[src/rtl/gcs_pkg.sv]
// Package for the grayscale contrast stretch block: item types, command codes
// and fixed widths. No dependencies; every other file in rtl/ imports it.
`timescale 1ns / 1ps

package gcs_pkg;

    localparam int PIX_W           = 8;
    localparam int NUM_W           = 2 * PIX_W;
    localparam int QUOT_BITS       = PIX_W;
    localparam int GCS_QUEUE_DEPTH = 2;

    localparam logic [PIX_W-1:0] FULL_SCALE = 8'd255;

    localparam logic [1:0] CMD_CLEAR   = 2'd0;
    localparam logic [1:0] CMD_MEASURE = 2'd1;
    localparam logic [1:0] CMD_STRETCH = 2'd2;

    typedef struct packed {
        logic [1:0]       cmd;
        logic [PIX_W-1:0] pixel_in;
        logic             last_in;
    } gcs_in_t;

    typedef struct packed {
        logic [PIX_W-1:0] pixel_out;
        logic             flat_range;
        logic             last_out;
    } gcs_out_t;

    // One classified stretch item on its way from the front end to the back end.
    typedef struct packed {
        logic             bypass;   // result already known, no division needed
        logic [PIX_W-1:0] value;    // result pixel when bypass is set
        logic             flat;
        logic             last;
        logic [NUM_W-1:0] num;      // 255 * (pixel - min)
        logic [PIX_W-1:0] den;      // max - min
    } gcs_job_t;

endpackage

[src/rtl/gcs_front.sv]
// Front end of the contrast stretch block: accepts items, tracks the pixel
// range and turns stretch items into divider jobs. Depends on gcs_pkg.
`timescale 1ns / 1ps

module gcs_front
    import gcs_pkg::*;
(
    input  logic     clk,
    input  logic     rst_n,
    input  logic     push,
    input  gcs_in_t  in_item,
    input  logic     q_full,
    output logic     full,
    output logic     job_push,
    output gcs_job_t job
);

    logic [PIX_W-1:0] low_level_reg;
    logic [PIX_W-1:0] low_level_next;
    logic [PIX_W-1:0] high_level_reg;
    logic [PIX_W-1:0] high_level_next;
    logic             accept;
    logic [PIX_W-1:0] diff;

    assign full   = q_full;
    assign accept = push && !q_full;

    always_comb
    begin
        low_level_next  = low_level_reg;
        high_level_next = high_level_reg;
        job_push        = 1'b0;
        if (accept)
        begin
            case (in_item.cmd)
                CMD_CLEAR:
                begin
                    low_level_next  = FULL_SCALE;
                    high_level_next = '0;
                end
                CMD_MEASURE:
                begin
                    if (in_item.pixel_in > high_level_reg)
                        high_level_next = in_item.pixel_in;
                    if (in_item.pixel_in < low_level_reg)
                        low_level_next = in_item.pixel_in;
                end
                CMD_STRETCH:
                    job_push = 1'b1;
                default:
                    job_push = 1'b0;
            endcase
        end
    end

    // Classify the stretch item against the range as it stands now.
    assign diff = in_item.pixel_in - low_level_reg;

    always_comb
    begin
        job.flat   = (high_level_reg <= low_level_reg);
        job.last   = in_item.last_in;
        job.num    = {diff, {PIX_W{1'b0}}} - {{PIX_W{1'b0}}, diff};
        job.den    = high_level_reg - low_level_reg;
        job.bypass = 1'b1;
        job.value  = '0;
        if (!job.flat)
        begin
            if (in_item.pixel_in >= high_level_reg)
                job.value = FULL_SCALE;
            else if (in_item.pixel_in > low_level_reg)
                job.bypass = 1'b0;
        end
    end

    always_ff @(posedge clk or negedge rst_n)
    begin
        if (!rst_n)
        begin
            low_level_reg  <= FULL_SCALE;
            high_level_reg <= '0;
        end
        else
        begin
            low_level_reg  <= low_level_next;
            high_level_reg <= high_level_next;
        end
    end

endmodule

[src/rtl/gcs_queue.sv]
// Short job queue between the front end and the divider back end.
// Depends on gcs_pkg for the job type.
`timescale 1ns / 1ps

module gcs_queue
    import gcs_pkg::*;
#(
    parameter int DEPTH = GCS_QUEUE_DEPTH
)
(
    input  logic     clk,
    input  logic     rst_n,
    input  logic     wr,
    input  gcs_job_t wr_job,
    input  logic     rd,
    output gcs_job_t rd_job,
    output logic     q_full,
    output logic     q_empty
);

    localparam int PTR_W = (DEPTH > 1) ? $clog2(DEPTH) : 1;
    localparam int CNT_W = $clog2(DEPTH + 1);

    gcs_job_t           slot_reg [DEPTH];
    logic [PTR_W-1:0]   wr_ptr_reg;
    logic [PTR_W-1:0]   wr_ptr_next;
    logic [PTR_W-1:0]   rd_ptr_reg;
    logic [PTR_W-1:0]   rd_ptr_next;
    logic [CNT_W-1:0]   count_reg;
    logic [CNT_W-1:0]   count_next;
    logic               do_wr;
    logic               do_rd;

    assign q_full  = (count_reg == CNT_W'(DEPTH));
    assign q_empty = (count_reg == '0);
    assign do_wr   = wr && !q_full;
    assign do_rd   = rd && !q_empty;
    assign rd_job  = slot_reg[rd_ptr_reg];

    always_comb
    begin
        wr_ptr_next = wr_ptr_reg;
        rd_ptr_next = rd_ptr_reg;
        count_next  = count_reg;
        if (do_wr)
            wr_ptr_next = (wr_ptr_reg == PTR_W'(DEPTH - 1)) ? '0 : wr_ptr_reg + 1'b1;
        if (do_rd)
            rd_ptr_next = (rd_ptr_reg == PTR_W'(DEPTH - 1)) ? '0 : rd_ptr_reg + 1'b1;
        if (do_wr && !do_rd)
            count_next = count_reg + 1'b1;
        else if (do_rd && !do_wr)
            count_next = count_reg - 1'b1;
    end

    always_ff @(posedge clk)
    begin
        if (do_wr)
            slot_reg[wr_ptr_reg] <= wr_job;
    end

    always_ff @(posedge clk or negedge rst_n)
    begin
        if (!rst_n)
        begin
            wr_ptr_reg <= '0;
            rd_ptr_reg <= '0;
            count_reg  <= '0;
        end
        else
        begin
            wr_ptr_reg <= wr_ptr_next;
            rd_ptr_reg <= rd_ptr_next;
            count_reg  <= count_next;
        end
    end

    // The front end never writes into a full queue.
    assert property (@(posedge clk) disable iff (!rst_n) !(wr && q_full))
        else $error("gcs_queue: write while full");

    // The fill count follows the pointers.
    assert property (@(posedge clk) disable iff (!rst_n)
        (count_reg == '0) |-> (wr_ptr_reg == rd_ptr_reg))
        else $error("gcs_queue: empty queue with unequal pointers");

endmodule

[src/rtl/gcs_back.sv]
// Back end of the contrast stretch block: serial restoring divider and the
// result register. Depends on gcs_pkg.
`timescale 1ns / 1ps

module gcs_back
    import gcs_pkg::*;
(
    input  logic     clk,
    input  logic     rst_n,
    input  gcs_job_t job,
    input  logic     q_empty,
    output logic     q_rd,
    output gcs_out_t out_item,
    output logic     empty,
    input  logic     pop
);

    localparam int STEP_W = $clog2(QUOT_BITS + 1);

    typedef enum logic {ST_IDLE, ST_DIV} state_t;

    state_t           state_reg;
    logic             res_valid_reg;
    gcs_out_t         res_reg;
    logic [PIX_W-1:0] rem_reg;
    logic [PIX_W-1:0] quo_reg;    // dividend low bits, then quotient bits
    logic [PIX_W-1:0] den_reg;
    logic             last_reg;
    logic [STEP_W-1:0] step_reg;
    logic             slot_free;
    logic             res_load;
    logic [PIX_W:0]   trial;
    logic [PIX_W:0]   trial_sub;
    logic             take;

    assign slot_free = !res_valid_reg || pop;
    assign empty     = !res_valid_reg;
    assign out_item  = res_reg;

    // A bypass job needs the result slot now; a division job only the divider.
    assign q_rd = (state_reg == ST_IDLE) && !q_empty && (!job.bypass || slot_free);

    // The result register takes a new item from a bypass job or a finished division.
    assign res_load = (q_rd && job.bypass)
                   || ((state_reg == ST_DIV) && (step_reg == '0) && slot_free);

    assign trial     = {rem_reg, quo_reg[PIX_W-1]};
    assign trial_sub = trial - {1'b0, den_reg};
    assign take      = (trial >= {1'b0, den_reg});

    always_ff @(posedge clk or negedge rst_n)
    begin
        if (!rst_n)
        begin
            state_reg     <= ST_IDLE;
            res_valid_reg <= 1'b0;
            step_reg      <= '0;
        end
        else
        begin
            res_valid_reg <= res_load || (res_valid_reg && !pop);
            unique case (state_reg)
                ST_IDLE:
                begin
                    if (q_rd)
                    begin
                        if (job.bypass)
                        begin
                            res_reg.pixel_out  <= job.value;
                            res_reg.flat_range <= job.flat;
                            res_reg.last_out   <= job.last;
                        end
                        else
                        begin
                            rem_reg   <= job.num[NUM_W-1:PIX_W];
                            quo_reg   <= job.num[PIX_W-1:0];
                            den_reg   <= job.den;
                            last_reg  <= job.last;
                            step_reg  <= STEP_W'(QUOT_BITS);
                            state_reg <= ST_DIV;
                        end
                    end
                end
                ST_DIV:
                begin
                    if (step_reg != '0)
                    begin
                        rem_reg  <= take ? trial_sub[PIX_W-1:0] : trial[PIX_W-1:0];
                        quo_reg  <= {quo_reg[PIX_W-2:0], take};
                        step_reg <= step_reg - 1'b1;
                    end
                    else if (slot_free)
                    begin
                        res_reg.pixel_out  <= quo_reg;
                        res_reg.flat_range <= 1'b0;
                        res_reg.last_out   <= last_reg;
                        state_reg          <= ST_IDLE;
                    end
                end
                default:
                    state_reg <= ST_IDLE;
            endcase
        end
    end

    // The partial remainder always stays below the divisor.
    assert property (@(posedge clk) disable iff (!rst_n)
        (state_reg == ST_DIV) |-> (rem_reg < den_reg))
        else $error("gcs_back: remainder not below divisor");

    // A flat range always gives a zero pixel.
    assert property (@(posedge clk) disable iff (!rst_n)
        (res_valid_reg && res_reg.flat_range) |-> (res_reg.pixel_out == '0))
        else $error("gcs_back: flat range with nonzero pixel");

endmodule

[src/rtl/grayscale_contrast_stretch.sv]
// Top level of the min-max grayscale contrast stretch block.
// Depends on gcs_pkg, gcs_front, gcs_queue and gcs_back.
//
//   Channel   Handshake     Payload    Direction
//   input     push / full   in_item    into the block
//   result    empty / pop   out_item   out of the block
//
// Clear and measure items are handled in the front end and give no result.
// A stretch item whose answer is known without division (flat range, pixel at
// or below the minimum, at or above the maximum) is written straight into the
// result register from the head of the queue once the divider is idle and the
// result register is free. Any other stretch item is loaded into the serial
// restoring divider, goes through eight quotient steps, and is then written to
// the result register. The divider sets the sustained rate for such items.
// Reset is asynchronous and active low; the tracked range comes out of reset
// empty (minimum 255, maximum 0) and the queue and result register empty.
// A stalled result does not stop the front end: items are taken until the
// job queue fills, and the divider may finish one more item behind the result.
`timescale 1ns / 1ps

module grayscale_contrast_stretch
    import gcs_pkg::*;
#(
    parameter int QUEUE_DEPTH = GCS_QUEUE_DEPTH
)
(
    input  logic     clk,
    input  logic     rst_n,
    input  logic     push,
    output logic     full,
    input  gcs_in_t  in_item,
    output logic     empty,
    input  logic     pop,
    output gcs_out_t out_item
);

    logic     job_push;
    gcs_job_t job_in;
    gcs_job_t job_head;
    logic     q_full;
    logic     q_empty;
    logic     q_rd;

    // The front end keeps the tracked minimum and maximum and classifies each
    // stretch item into either a ready answer or a division job.
    gcs_front u_front (
        .clk      (clk),
        .rst_n    (rst_n),
        .push     (push),
        .in_item  (in_item),
        .q_full   (q_full),
        .full     (full),
        .job_push (job_push),
        .job      (job_in)
    );

    // The queue decouples the front end from the slow divider.
    gcs_queue #(
        .DEPTH (QUEUE_DEPTH)
    ) u_queue (
        .clk     (clk),
        .rst_n   (rst_n),
        .wr      (job_push),
        .wr_job  (job_in),
        .rd      (q_rd),
        .rd_job  (job_head),
        .q_full  (q_full),
        .q_empty (q_empty)
    );

    // The back end divides 255 * (pixel - min) by (max - min), one quotient
    // bit per cycle, and holds the result until it is popped.
    gcs_back u_back (
        .clk      (clk),
        .rst_n    (rst_n),
        .job      (job_head),
        .q_empty  (q_empty),
        .q_rd     (q_rd),
        .out_item (out_item),
        .empty    (empty),
        .pop      (pop)
    );

endmodule
[config.mk]
export PLATFORM = sky130hd
export DESIGN_NAME = grayscale_contrast_stretch
export DESIGN_NICKNAME = d
export VERILOG_FILES = /design/src/rtl/gcs_pkg.sv /design/src/rtl/gcs_front.sv /design/src/rtl/gcs_queue.sv /design/src/rtl/gcs_back.sv /design/src/rtl/grayscale_contrast_stretch.sv
export SDC_FILE = /design/constraint.sdc
export NUM_CORES = 1
export LEC_CHECK = 0
export BUFFER_PORTS_ARGS = -buffer_cell sky130_fd_sc_hd__buf_4
export CELL_PAD_IN_SITES_DETAIL_PLACEMENT = 0
export CELL_PAD_IN_SITES_GLOBAL_PLACEMENT = 1
export CORE_MARGIN = 2
export CORE_UTILIZATION = 54
export CTS_CLUSTER_DIAMETER = 200
export DETAILED_ROUTE_END_ITERATION = 12
export HOLD_SLACK_MARGIN = 0.06
export PLACE_DENSITY_LB_ADDON = 0.2
export SETUP_SLACK_MARGIN = 0.05
export SLEW_MARGIN = 20
export SYNTH_ARGS = -nofsm -noshare
export SYNTH_HDL_FRONTEND = slang
export SYNTH_SLANG_ARGS = --single-unit
[constraint.sdc]
create_clock -name clk -period 5.1 [get_ports clk]
set_clock_uncertainty 0.05 [all_clocks]
set_input_delay 0.765 -clock clk [delete_from_list [all_inputs] [get_ports clk]]
set_output_delay 0.765 -clock clk [all_outputs]
set_load 0.05 [all_outputs]
### Word level (Yosys, flattened, before mapping)

Memory sizes are Yosys's and may differ from the RTL's.
Cells that the tools add are included.

| word-level totals | value |
|---|---|
| memories kept | 1 |
| memory bits (writable) | 70 |
| output and inout bits | 12 |
| logic and storage cells | 117 |
| bits in registers | 61 |

| operators by class | value |
|---|---|
| bitwise gates (word level) | 2 |
| equality and inequality tests | 11 |
| multiplexer cells | 39 |
| reduce and logical (&&, ||, !) cells | 34 |
| add/sub/neg operators | 9 |
| $lt $le $gt $ge | 6 |

Memory list:

| name | words | width | rd ports | clocked after memory_dff | wr ports | RTL line | RTL |
|---|---|---|---|---|---|---|---|
| u_queue.slot_reg | 2 | 35 | 1 | 0 | 1 | gcs_queue.sv:24 | `gcs_job_t slot_reg [DEPTH];` |

Operator list:

| operator | number |
|---|---|
| two-way mux 8 bit | 10 |
| case mux 8 bit (2 select lines) | 4 |
| two-way mux 10 bit | 4 |
| subtractor 8 bit | 3 |
| case mux 10 bit (2 select lines) | 1 |
| greater-than comparator 8 bit | 2 |
| subtractor 16 x 8 -> 16 bit | 1 |
| two-way mux 1 bit | 12 |
| two-way mux 4 bit | 3 |
| logical AND 1 bit | 11 |
| greater-or-equal comparator 9 x 8 -> 1 bit | 1 |
| two-way mux 9 bit | 1 |
| AND reduction 3 bit | 3 |
| greater-or-equal comparator 8 bit | 1 |
| <= comparator 8 bit | 1 |
| less-than comparator 8 bit | 1 |
| inequality test 2 x 1 -> 1 bit, second input constant | 4 |
| inequality test 2 bit, second input constant | 4 |
| case mux 4 bit (2 select lines) | 1 |
| AND reduction 4 bit | 2 |
| zero test 1 bit | 7 |
| AND reduction 5 bit | 1 |
| == test 2 bit, second input constant | 2 |
| zero test 2 bit | 2 |
| 12 further kinds | 19 |

### Longest topological paths before layout

Gate-level depths: netlist of the first run.

| depth | value |
|---|---|
| depth in word-level cells | 9 |
| depth in mapped cells | 11 |
| gate-level depth less buffers | 11 |

### By module

From an unflattened synthesis of the first run, not the netlist that was laid out.

| unflattened totals | value |
|---|---|
| cells, all modules | 582 |
| area, all modules | 7180.6 µm² |

By module, submodules not included:

| module | times used | sequential area each (µm²) | cells an instance | area an instance (µm²) |
|---|---|---|---|---|
| gcs_queue | 1 | 2202.1 | 128 | 2872.8 |
| gcs_back | 1 | 1201.2 | 216 | 2248.4 |
| gcs_front | 1 | 410.4 | 238 | 2059.5 |

### Worst setup path after synthesis of the first run

OpenSTA, ideal clock, no wires.

| path | value |
|---|---|
| kind | in2reg |
| start | input in_item[1] (netlist name) |
| end | memory u_queue.slot_reg[0][20] (netlist name) (data pin) |
| arrival time | 2767 ps |
| stages | 10 |
| required time | 4757 ps |
| setup slack | 1990 ps |
| path buffers | 0 |
| library setup time | 293 ps |
| path through | inv_1 ha_1 inv_1 fa_1 a21o_1 a21oi_4 mux2i_1 a2111oi_4 nor3b_1 a41oi_1 |

RTL lines:

| item | RTL line | RTL |
|---|---|---|
| start: declaration | grayscale_contrast_stretch.sv:31 | `input gcs_in_t in_item,` |
| end: declaration | gcs_queue.sv:24 |  |

==> results of run 1 <==
kinds of logic (layout without fill, tap and decap cells):
family / Yosys count / in the layout / share of synthesized area (%)
AO/OA/AOI/OAI: 101 / 101 / 11.5
XOR/XNOR: 24 / 24 / 3.38
multiplexers: 41 / 41 / 6.85
AND/OR/NAND/NOR: 143 / 143 / 11.8
flip-flops: 117 / 117 / 54.5
adder cells (fa/ha/maj): 39 / 39 / 8.20
buffers and inverters: 62 / 110 / 3.78
stage by stage:
| stage | worst slack, ns | util, % |
|---|---|---|
| after global routing | 1.76 | 63.6 |
| after floorplan | 1.99 | - |
| after global placement | 1.66 | 58.1 |
| after CTS | 1.95 | 63.6 |
| final | 1.94 | 63.6 |
| after detailed placement | 1.60 | 58.1 |
cell type report:
| cell class | count | area [um^2] | share of cell area [%] |
|---|---|---|---|
| clock buffers | 18 | 429 | 5.96 |
| clock inverters | 14 | 184 | 2.56 |
| inverters | 47 | 176 | 2.45 |
| multi-input cells | 348 | 2600 | 36.2 |
| flip-flops and latches | 117 | 3390 | 47.2 |
| well taps | 143 | 179 | 2.49 |
| repair buffers | 31 | 233 | 3.23 |
power by group through the flow:
stage          Combinational (mW)  Clock (mW)  Sequential [mW]
5_1_grt                      1.96        1.29             1.54
3_5_place_dp                 1.74           0             1.53
6_report                     1.76        1.22             1.52
2_1_floorplan                1.30           0             1.56
3_3_place_gp                 1.69           0             1.52
4_1_cts                      1.76        1.24             1.52
layout by cell type, fill, tap and decap left out, types with 5 or more instances in the layout:
master and n:
edfxtp_1 91, mux2i_1 28, nor2_1 25, xnor2_1 17, clkbuf_16 17, inv_1 47
ha_1 36, nor2b_1 18, nand2_1 44, xor2_1 7, nor3_1 13, nand3_1 6
o21a_1 5, a21oi_1 19, o21ai_0 27, nand2b_1 6, dfstp_2 8, dfrtp_1 18
mux2_2 13, buf_4 31, a211oi_1 10, a21o_1 6, nand4_1 7
metal layers:
layer / wire [um] / vias to the layer above / track usage (%)
met5: 0 / - / 0
met1: 5580 / 1928 / 27.9
met4: 214 / 0 / 8.31
met3: 376 / 14 / 5.61
met2: 5790 / 75 / 32.8
li1: - / 1990 / -
worst min path at each step:
stage	end	slack (ns)	depth (start not counted)
3_3_place_gp	u_back.res_valid_reg	0.43	2
2_1_floorplan	u_queue.wr_ptr_reg	0.41	1
3_5_place_dp	u_back.res_valid_reg	0.44	2
4_1_cts	u_front.high_level_reg[3]	0.22	1
5_1_grt	u_front.high_level_reg[1]	0.24	1
6_report	u_front.high_level_reg[5]	0.23	1
==> PnR_summary.wiki, run 1 <==
{| class="wikitable"
! Metric !! Value
|-
| Crit path buf inv count || 3
|-
| Maximum number of pins on one net before global-route repair || 44
|-
| Clock tree root buffer cell || clkbuf_16
|-
| Clk_lat worst skew || 0.41 ns
|-
| R2R setup slack || 1.97 ns
|-
| Crit-path max FO || 8
|-
| Cell type contributing the most total cell area after synthesis || edfxtp_1
|-
| Async set-reset flop share out of synthesis || 22.2%
|-
| Cts bufs inserted || 17
|-
| Avg Synthesized Cell Area || 11.8 um^2
|-
| Via count of the first global-routing pass || 3964
|-
| Kind of critical path || in2reg
|-
| CTS Hold Bufs || 0
|-
| Post-Layout Inst Area || 0.00720 mm^2
|-
| Most frequent cells after synthesis || edfxtp_1 (91), inv_1 (47), nand2_1 (44), ha_1 (36), mux2i_1 (28)
|-
| Transition time at the pin with the least slew margin || 0.879 ns
|-
| Netlist area before placement || 0.00623 mm^2
|-
| Number of non-filler instances in the completed layout || 718
|-
| Total global-route track usage || 20.8%
|-
| Achievable clock frequency || 316 MHz
|-
| Horizontal extent of the die || 111 um
|-
| Worst flop-to-flop path startpoint || u_front.low_level_reg[0]
|-
| Initial standard-cell utilization of the core || 55.0%
|-
| Iteration-0 DRC Markers || 280
|-
| Number of rows in the core area || 39
|-
| Dpl cell area || 0.00658 mm^2
|-
| Weighted congestion at the end of routability-driven global placement || 0.821
|-
| Post-CTS repair timing setup buffer count || 0
|-
| Setup repair after global routing missed its margin || false
|-
| DRC violation count after routing || 0
|-
| Number of H-tree branching levels || 4
|-
| Synthesized netlist net count || 581
|-
| Post-route fraction of the period consumed by the critical path || 62.0%
|-
| Remaining number of nets flagged by the antenna check after routing || 0
|-
| Antenna violations before repair || 0
|-
| Ordered list of cells on the worst path || buf_4, inv_1, ha_1, inv_1, fa_1, a21o_1, a21oi_4, mux2i_1, a2111oi_4, nor3b_1, a41oi_1
|-
| Max clock buf depth || 2
|-
| Power per cell area || 625 mW/mm^2
|-
| Largest stage delay, worst path || 0.58 ns
|-
| Most Frequent Cell on Critical Path || inv_1
|-
| Required time of the critical path || 5.16 ns
|-
| Drt total wl || 12000 um
|-
| Number of sinks handled by clock tree synthesis || 117
|-
| Port Buffers || 26
|-
| Worst hold slack across all endpoints || 0.227 ns
|-
| Gate count of the mapped netlist || 527
|-
| Final HPWL DP || 8590 um
|-
| Clock input transition at the sequential cells of the worst setup and hold paths || 0.05 ns
|-
| Peak supply drop || 277 uV
|-
| Run status || finished clean
|-
| # nets final || 616
|-
| Share of synthesized area occupied by flip-flops and latches || 54.5%
|-
| Capture instance of the worst register-to-register path || u_queue.slot_reg[1][20]
|-
| Worst-path cell with the longest stage delay || a2111oi_4
|-
| Clock tree from TritonCTS || yes
|-
| Sort of element at the start of the critical path || primary input
|-
| Routed vias || 4007
|-
| Total inserted antenna cells || 0
|-
| Number of cells upsized or downsized after cts || 0
|-
| Cell family with the largest share of critical-path delay || compound AO/OA/AOI/OAI gates
|-
| Fill cell total of the finished layout || 874
|-
| Wire length of the first global-routing pass || 20300 um
|-
| Die area || 0.0124 mm^2
|-
| Cell depth of the worst setup path || 11
|-
| Kind of capture point of the worst setup path || flop
|-
| Average wire per standard cell || 16.7 um
|-
| Flip-flop cell with the highest count after synthesis || edfxtp_1
|-
| Total net switching power || 1.57 mW
|-
| Core Footprint || 0.0113 mm^2
|-
| Final Slew Violations || 0
|-
| Clock period minus final worst setup slack || 3.16 ns
|-
| Number of library cell types mapped by synthesis || 60
|-
| Fraction of power consumed by combinational cells || 39.2%
|-
| Number of detailed-route iterations in the first pass || 4
|-
| Layout area overhead || 15.6%
|-
| Number of flops mapped to enable cells by yosys || 91
|-
| Proportion of total power due to net switching || 34.9%
|-
| Synth top area cells || edfxtp_1 (44%), dfrtp_1 (7.2%), ha_1 (7.2%), mux2i_1 (4.5%), dfstp_2 (3.4%)
|-
| Max FFs per register || 56
|-
| Total power of the final layout || 4.50 mW
|-
| Max Cap Viol || 0
|-
| Via-per-instance ratio || 5.58
|-
| Die Y-Extent || 111 um
|-
| Sequential power share || 33.7%
|-
| Worst slew margin || 41.2%
|-
| Crit path launch || in_item[1]
|-
| Share of Yosys cell area claimed by the top area cell type || 43.9%
|-
| Most frequently used cell type in the post-synthesis netlist || edfxtp_1
|-
| Dpl cells || 686
|-
| Reported leakage power || 2.93 nW
|-
| Yosys reg bits || 117
|-
| Fraction of power consumed by the clock network || 27.1%
|-
| Number of ports placed on the die boundary || 27
|-
| Summed negative setup slack over all endpoints || 0 ns
|-
| Number of cells on the worst reg-to-reg path || 9
|-
| Cell-internal power || 2.93 mW
|-
| Total of endpoints with negative setup slack in the final report || 0
|-
| Warning count from the yosys run || 0
|-
| Worst hold-check path type || in2async
|-
| Final hold violation count || 0
|-
| End point of the critical path || u_queue.slot_reg[1][20]
|-
| Worst EP arrival || 3.22 ns
|-
| Total congestion overflow after global routing || 0
|-
| Fraction of layout cells with a size suffix above 1 || 16.9%
|}
No activity file was read; power rests on OpenSTA's default activity.
==> inputs of run 2 (changes only) <==
CORE_UTILIZATION = 46   (was 54)
clock period = 2.9 ns   (was 5.1 ns; I/O delays follow)
==> run 2 against run 1 <==
First-iteration DRC count increased by 15%. Via count is 1.6% higher. Worst setup slack worse by 1.8 ns. Final cell count rose by 7.5%. Sequential share of layout area fell by 2.2 points. Combinational power rose by 94%. Design area is 4.8% higher. Routed wire length rose by 4.8%. Worst hold slack got worse by 0.062 ns. Core utilization is 6.6 points lower. Global-route usage is 2.4 points lower. Critical path type is now reg2reg.
==> PnR_summary.wiki, run 2 (synthesis results as in run 1) <==
{| class="wikitable"
! Metric !! Value
|-
| Total congestion overflow after global routing || 0 (unchanged)
|-
| Max clock buf depth || 2 (unchanged)
|-
| Power per cell area || 1100 mW/mm^2 (+76%)
|-
| Via count of the first global-routing pass || 4085 (+3.1%)
|-
| Wire length of the first global-routing pass || 20500 um (+1.2%)
|-
| Final Slew Violations || 0 (unchanged)
|-
| Worst hold-check path type || in2reg
|-
| Number of H-tree branching levels || 4 (unchanged)
|-
| Setup repair after global routing missed its margin || true
|-
| Average wire per standard cell || 16.2 um (-2.6%)
|-
| Initial standard-cell utilization of the core || 47.0% (-8.0 points)
|-
| Clock tree from TritonCTS || yes
|-
| Die area || 0.0145 mm^2 (+17%)
|-
| Fraction of power consumed by the clock network || 26.5% (-0.6 points)
|-
| Crit-path max FO || 5 (-3)
|-
| Antenna violations before repair || 0 (unchanged)
|-
| Largest stage delay, worst path || 0.54 ns (-0.04 ns)
|-
| Worst path setup slack after routing || 0.126 ns (-1.81 ns)
|-
| Worst EP arrival || 2.87 ns (-0.35 ns)
|-
| Clock input transition at the sequential cells of the worst setup and hold paths || 0.06 ns (about the same)
|-
| Port Buffers || 26 (unchanged)
|-
| Achievable clock frequency || 360 MHz
|-
| Cell family with the largest share of critical-path delay || compound AO/OA/AOI/OAI gates
|-
| Weighted congestion at the end of routability-driven global placement || 0.828 (+0.83%)
|-
| # nets final || 637 (+3.4%)
|-
| Most common cell after layout, fill and taps aside || edfxtp_1
|-
| Clock period minus final worst setup slack || 2.77 ns
|-
| Proportion of total power due to net switching || 34.9% (-0.057 points)
|-
| Crit path buf inv count || 2 (-1)
|-
| Number of ports placed on the die boundary || 27 (unchanged)
|-
| Clk_lat worst skew || 0.41 ns (about the same)
|-
| Sort of element at the start of the critical path || flop
|-
| Routed vias || 4072 (+1.6%)
|-
| Horizontal extent of the die || 120 um (+8.0%)
|-
| Worst-path cell with the longest stage delay || dfstp_2
|-
| Required time of the critical path || 3.00 ns (-2.16 ns)
|-
| Total global-route track usage || 18.5% (-2.4 points)
|-
| Transition time at the pin with the least slew margin || 0.587 ns (-0.292 ns)
|-
| Leading cell types in the layout, fill and taps excluded || edfxtp_1 (91), buf_4 (50), inv_1 (46), nand2_1 (44), ha_1 (33)
|-
| Number of rows in the core area || 42 (+7.7%)
|-
| Number of detailed-route iterations in the first pass || 5 (+1)
|-
| Core Footprint || 0.0132 mm^2 (+17%)
|-
| Sequential power share || 32.2% (-1.5 points)
|-
| DRC violation count after routing || 0 (unchanged)
|-
| Run status || finished clean
|-
| Worst hold slack across all endpoints || 0.165 ns (-0.0616 ns)
|-
| Max FFs per register || 56 (unchanged)
|-
| Total inserted antenna cells || 0 (unchanged)
|-
| Max Cap Viol || 0 (unchanged)
|-
| Worst slew margin || 60.7% (+20 points)
|-
| Reported leakage power || 3.05 nW (+4.2%)
|-
| Clock tree root buffer cell || clkbuf_16
|-
| Maximum number of pins on one net before global-route repair || 41 (-6.8%)
|-
| Fraction of power consumed by combinational cells || 41.3% (+2.1 points)
|-
| Post-route fraction of the period consumed by the critical path || 95.7%
|-
| Pre-CTS setup slack || -0.139 ns (-1.74 ns)
|-
| Total net switching power || 2.89 mW (+84%)
|-
| Cts bufs inserted || 17 (unchanged)
|-
| Die Y-Extent || 120 um (+8.0%)
|-
| Total of endpoints with negative setup slack in the final report || 0 (unchanged)
|-
| Peak supply drop || 461 uV (+67%)
|-
| Kind of critical path || reg2reg
|-
| Ordered list of cells on the worst path || ha_2, inv_1, fa_2, a21o_1, a21oi_4, mux2i_2, a2111oi_4, buf_4, nor4b_4, xnor2_1
|-
| Kind of capture point of the worst setup path || flop
|-
| Iteration-0 DRC Markers || 321 (+15%)
|-
| Drt total wl || 12500 um (+4.8%)
|-
| Final HPWL DP || 8840 um (+3.0%)
|-
| Remaining number of nets flagged by the antenna check after routing || 0 (unchanged)
|-
| Number of sinks handled by clock tree synthesis || 117 (unchanged)
|-
| Via-per-instance ratio || 5.27 (-5.5%)
|-
| Fill cell total of the finished layout || 1140 (+30%)
|-
| Cell-internal power || 5.39 mW (+84%)
|-
| Layout area overhead || 21.1%
|-
| Fraction of layout cells with a size suffix above 1 || 23.3% (+6.5 points)
|-
| Final hold violation count || 0 (unchanged)
|}
## run 2: per-stage QoR
step | instances | util [%] | power, mW | cell area [um^2] | TNS, ns
floorplan | 527 | - | 5.03 | 6230 | 0
global placement | 736 | 51.0 | 5.81 | 6750 | -0.116
detailed placement | 736 | 51.0 | 5.88 | 6750 | -1.05
CTS | 769 | 56.1 | 8.16 | 7430 | 0
global route | 772 | 57.0 | 8.85 | 7540 | -0.0218
finish | 772 | 57.0 | 8.28 | 7540 | 0
## run 2: cell type report
class | count | area, um^2 | share of cell area [%]
clock buffer | 17 | 425 | 5.64
clock inverter | 15 | 205 | 2.72
inverter | 47 | 176 | 2.34
multi-input combinational | 348 | 2720 | 36.0
sequential | 117 | 3390 | 45.0
tap | 176 | 220 | 2.92
timing repair buffer | 52 | 405 | 5.37
## run 2: power groups by stage
stage	combinational (mW)	sequential [mW]	clock [mW]
after global placement	3.13	2.68	0
after detailed placement	3.19	2.69	0
after CTS	3.26	2.67	2.23
after global routing	3.83	2.71	2.31
final	3.42	2.66	2.19
after floorplan	2.28	2.75	0
## run 2: worst paths after layout
| kind | cells past startpoint | from | end | slack (ns) |
|---|---|---|---|---|
| setup / recovery | 10 | u_front.low_level_reg[0] | u_queue.slot_reg[0][16] | 0.13 |
| hold / removal | 1 | in_item[0] | u_queue.slot_reg[0][24] | 0.16 |
| setup reg to reg | 10 | u_front.low_level_reg[0] | u_queue.slot_reg[0][16] | 0.13 |
| hold reg to reg | 2 | u_back.res_valid_reg | u_back.res_valid_reg | 0.45 |
| max in group asynchronous | 2 | rst_n | u_front.low_level_reg[1] | 2.04 |
| min in group asynchronous | 2 | rst_n | u_back.res_valid_reg | 0.43 |
## run 2: what timing repair did
item,in CTS,in global routing
pin swaps,1,7
buffers inserted,0,3
cloned,0,0
hold endpoints to repair,18,0
hold buffers,1,0
gates resized for setup,6,21
endpoints found under the setup margin,12,21
## run 2: layer usage
metal / routed length [um] / track usage (%)
met1: 6010 / 24.8
met3: 453 / 5.90
met2: 5940 / 29.1
met4: 130 / 5.01
met5: 0 / 0
## run 2: worst register-to-register path, stage by stage, from the launching register on
cell and delay, ns:
dfstp_2 0.54, ha_2 0.17, inv_1 0.05, fa_2 0.33
a21o_1 0.20, a21oi_4 0.16, mux2i_2 0.10, a2111oi_4 0.31
buf_4 0.20, nor4b_4 0.28, xnor2_1 0.14
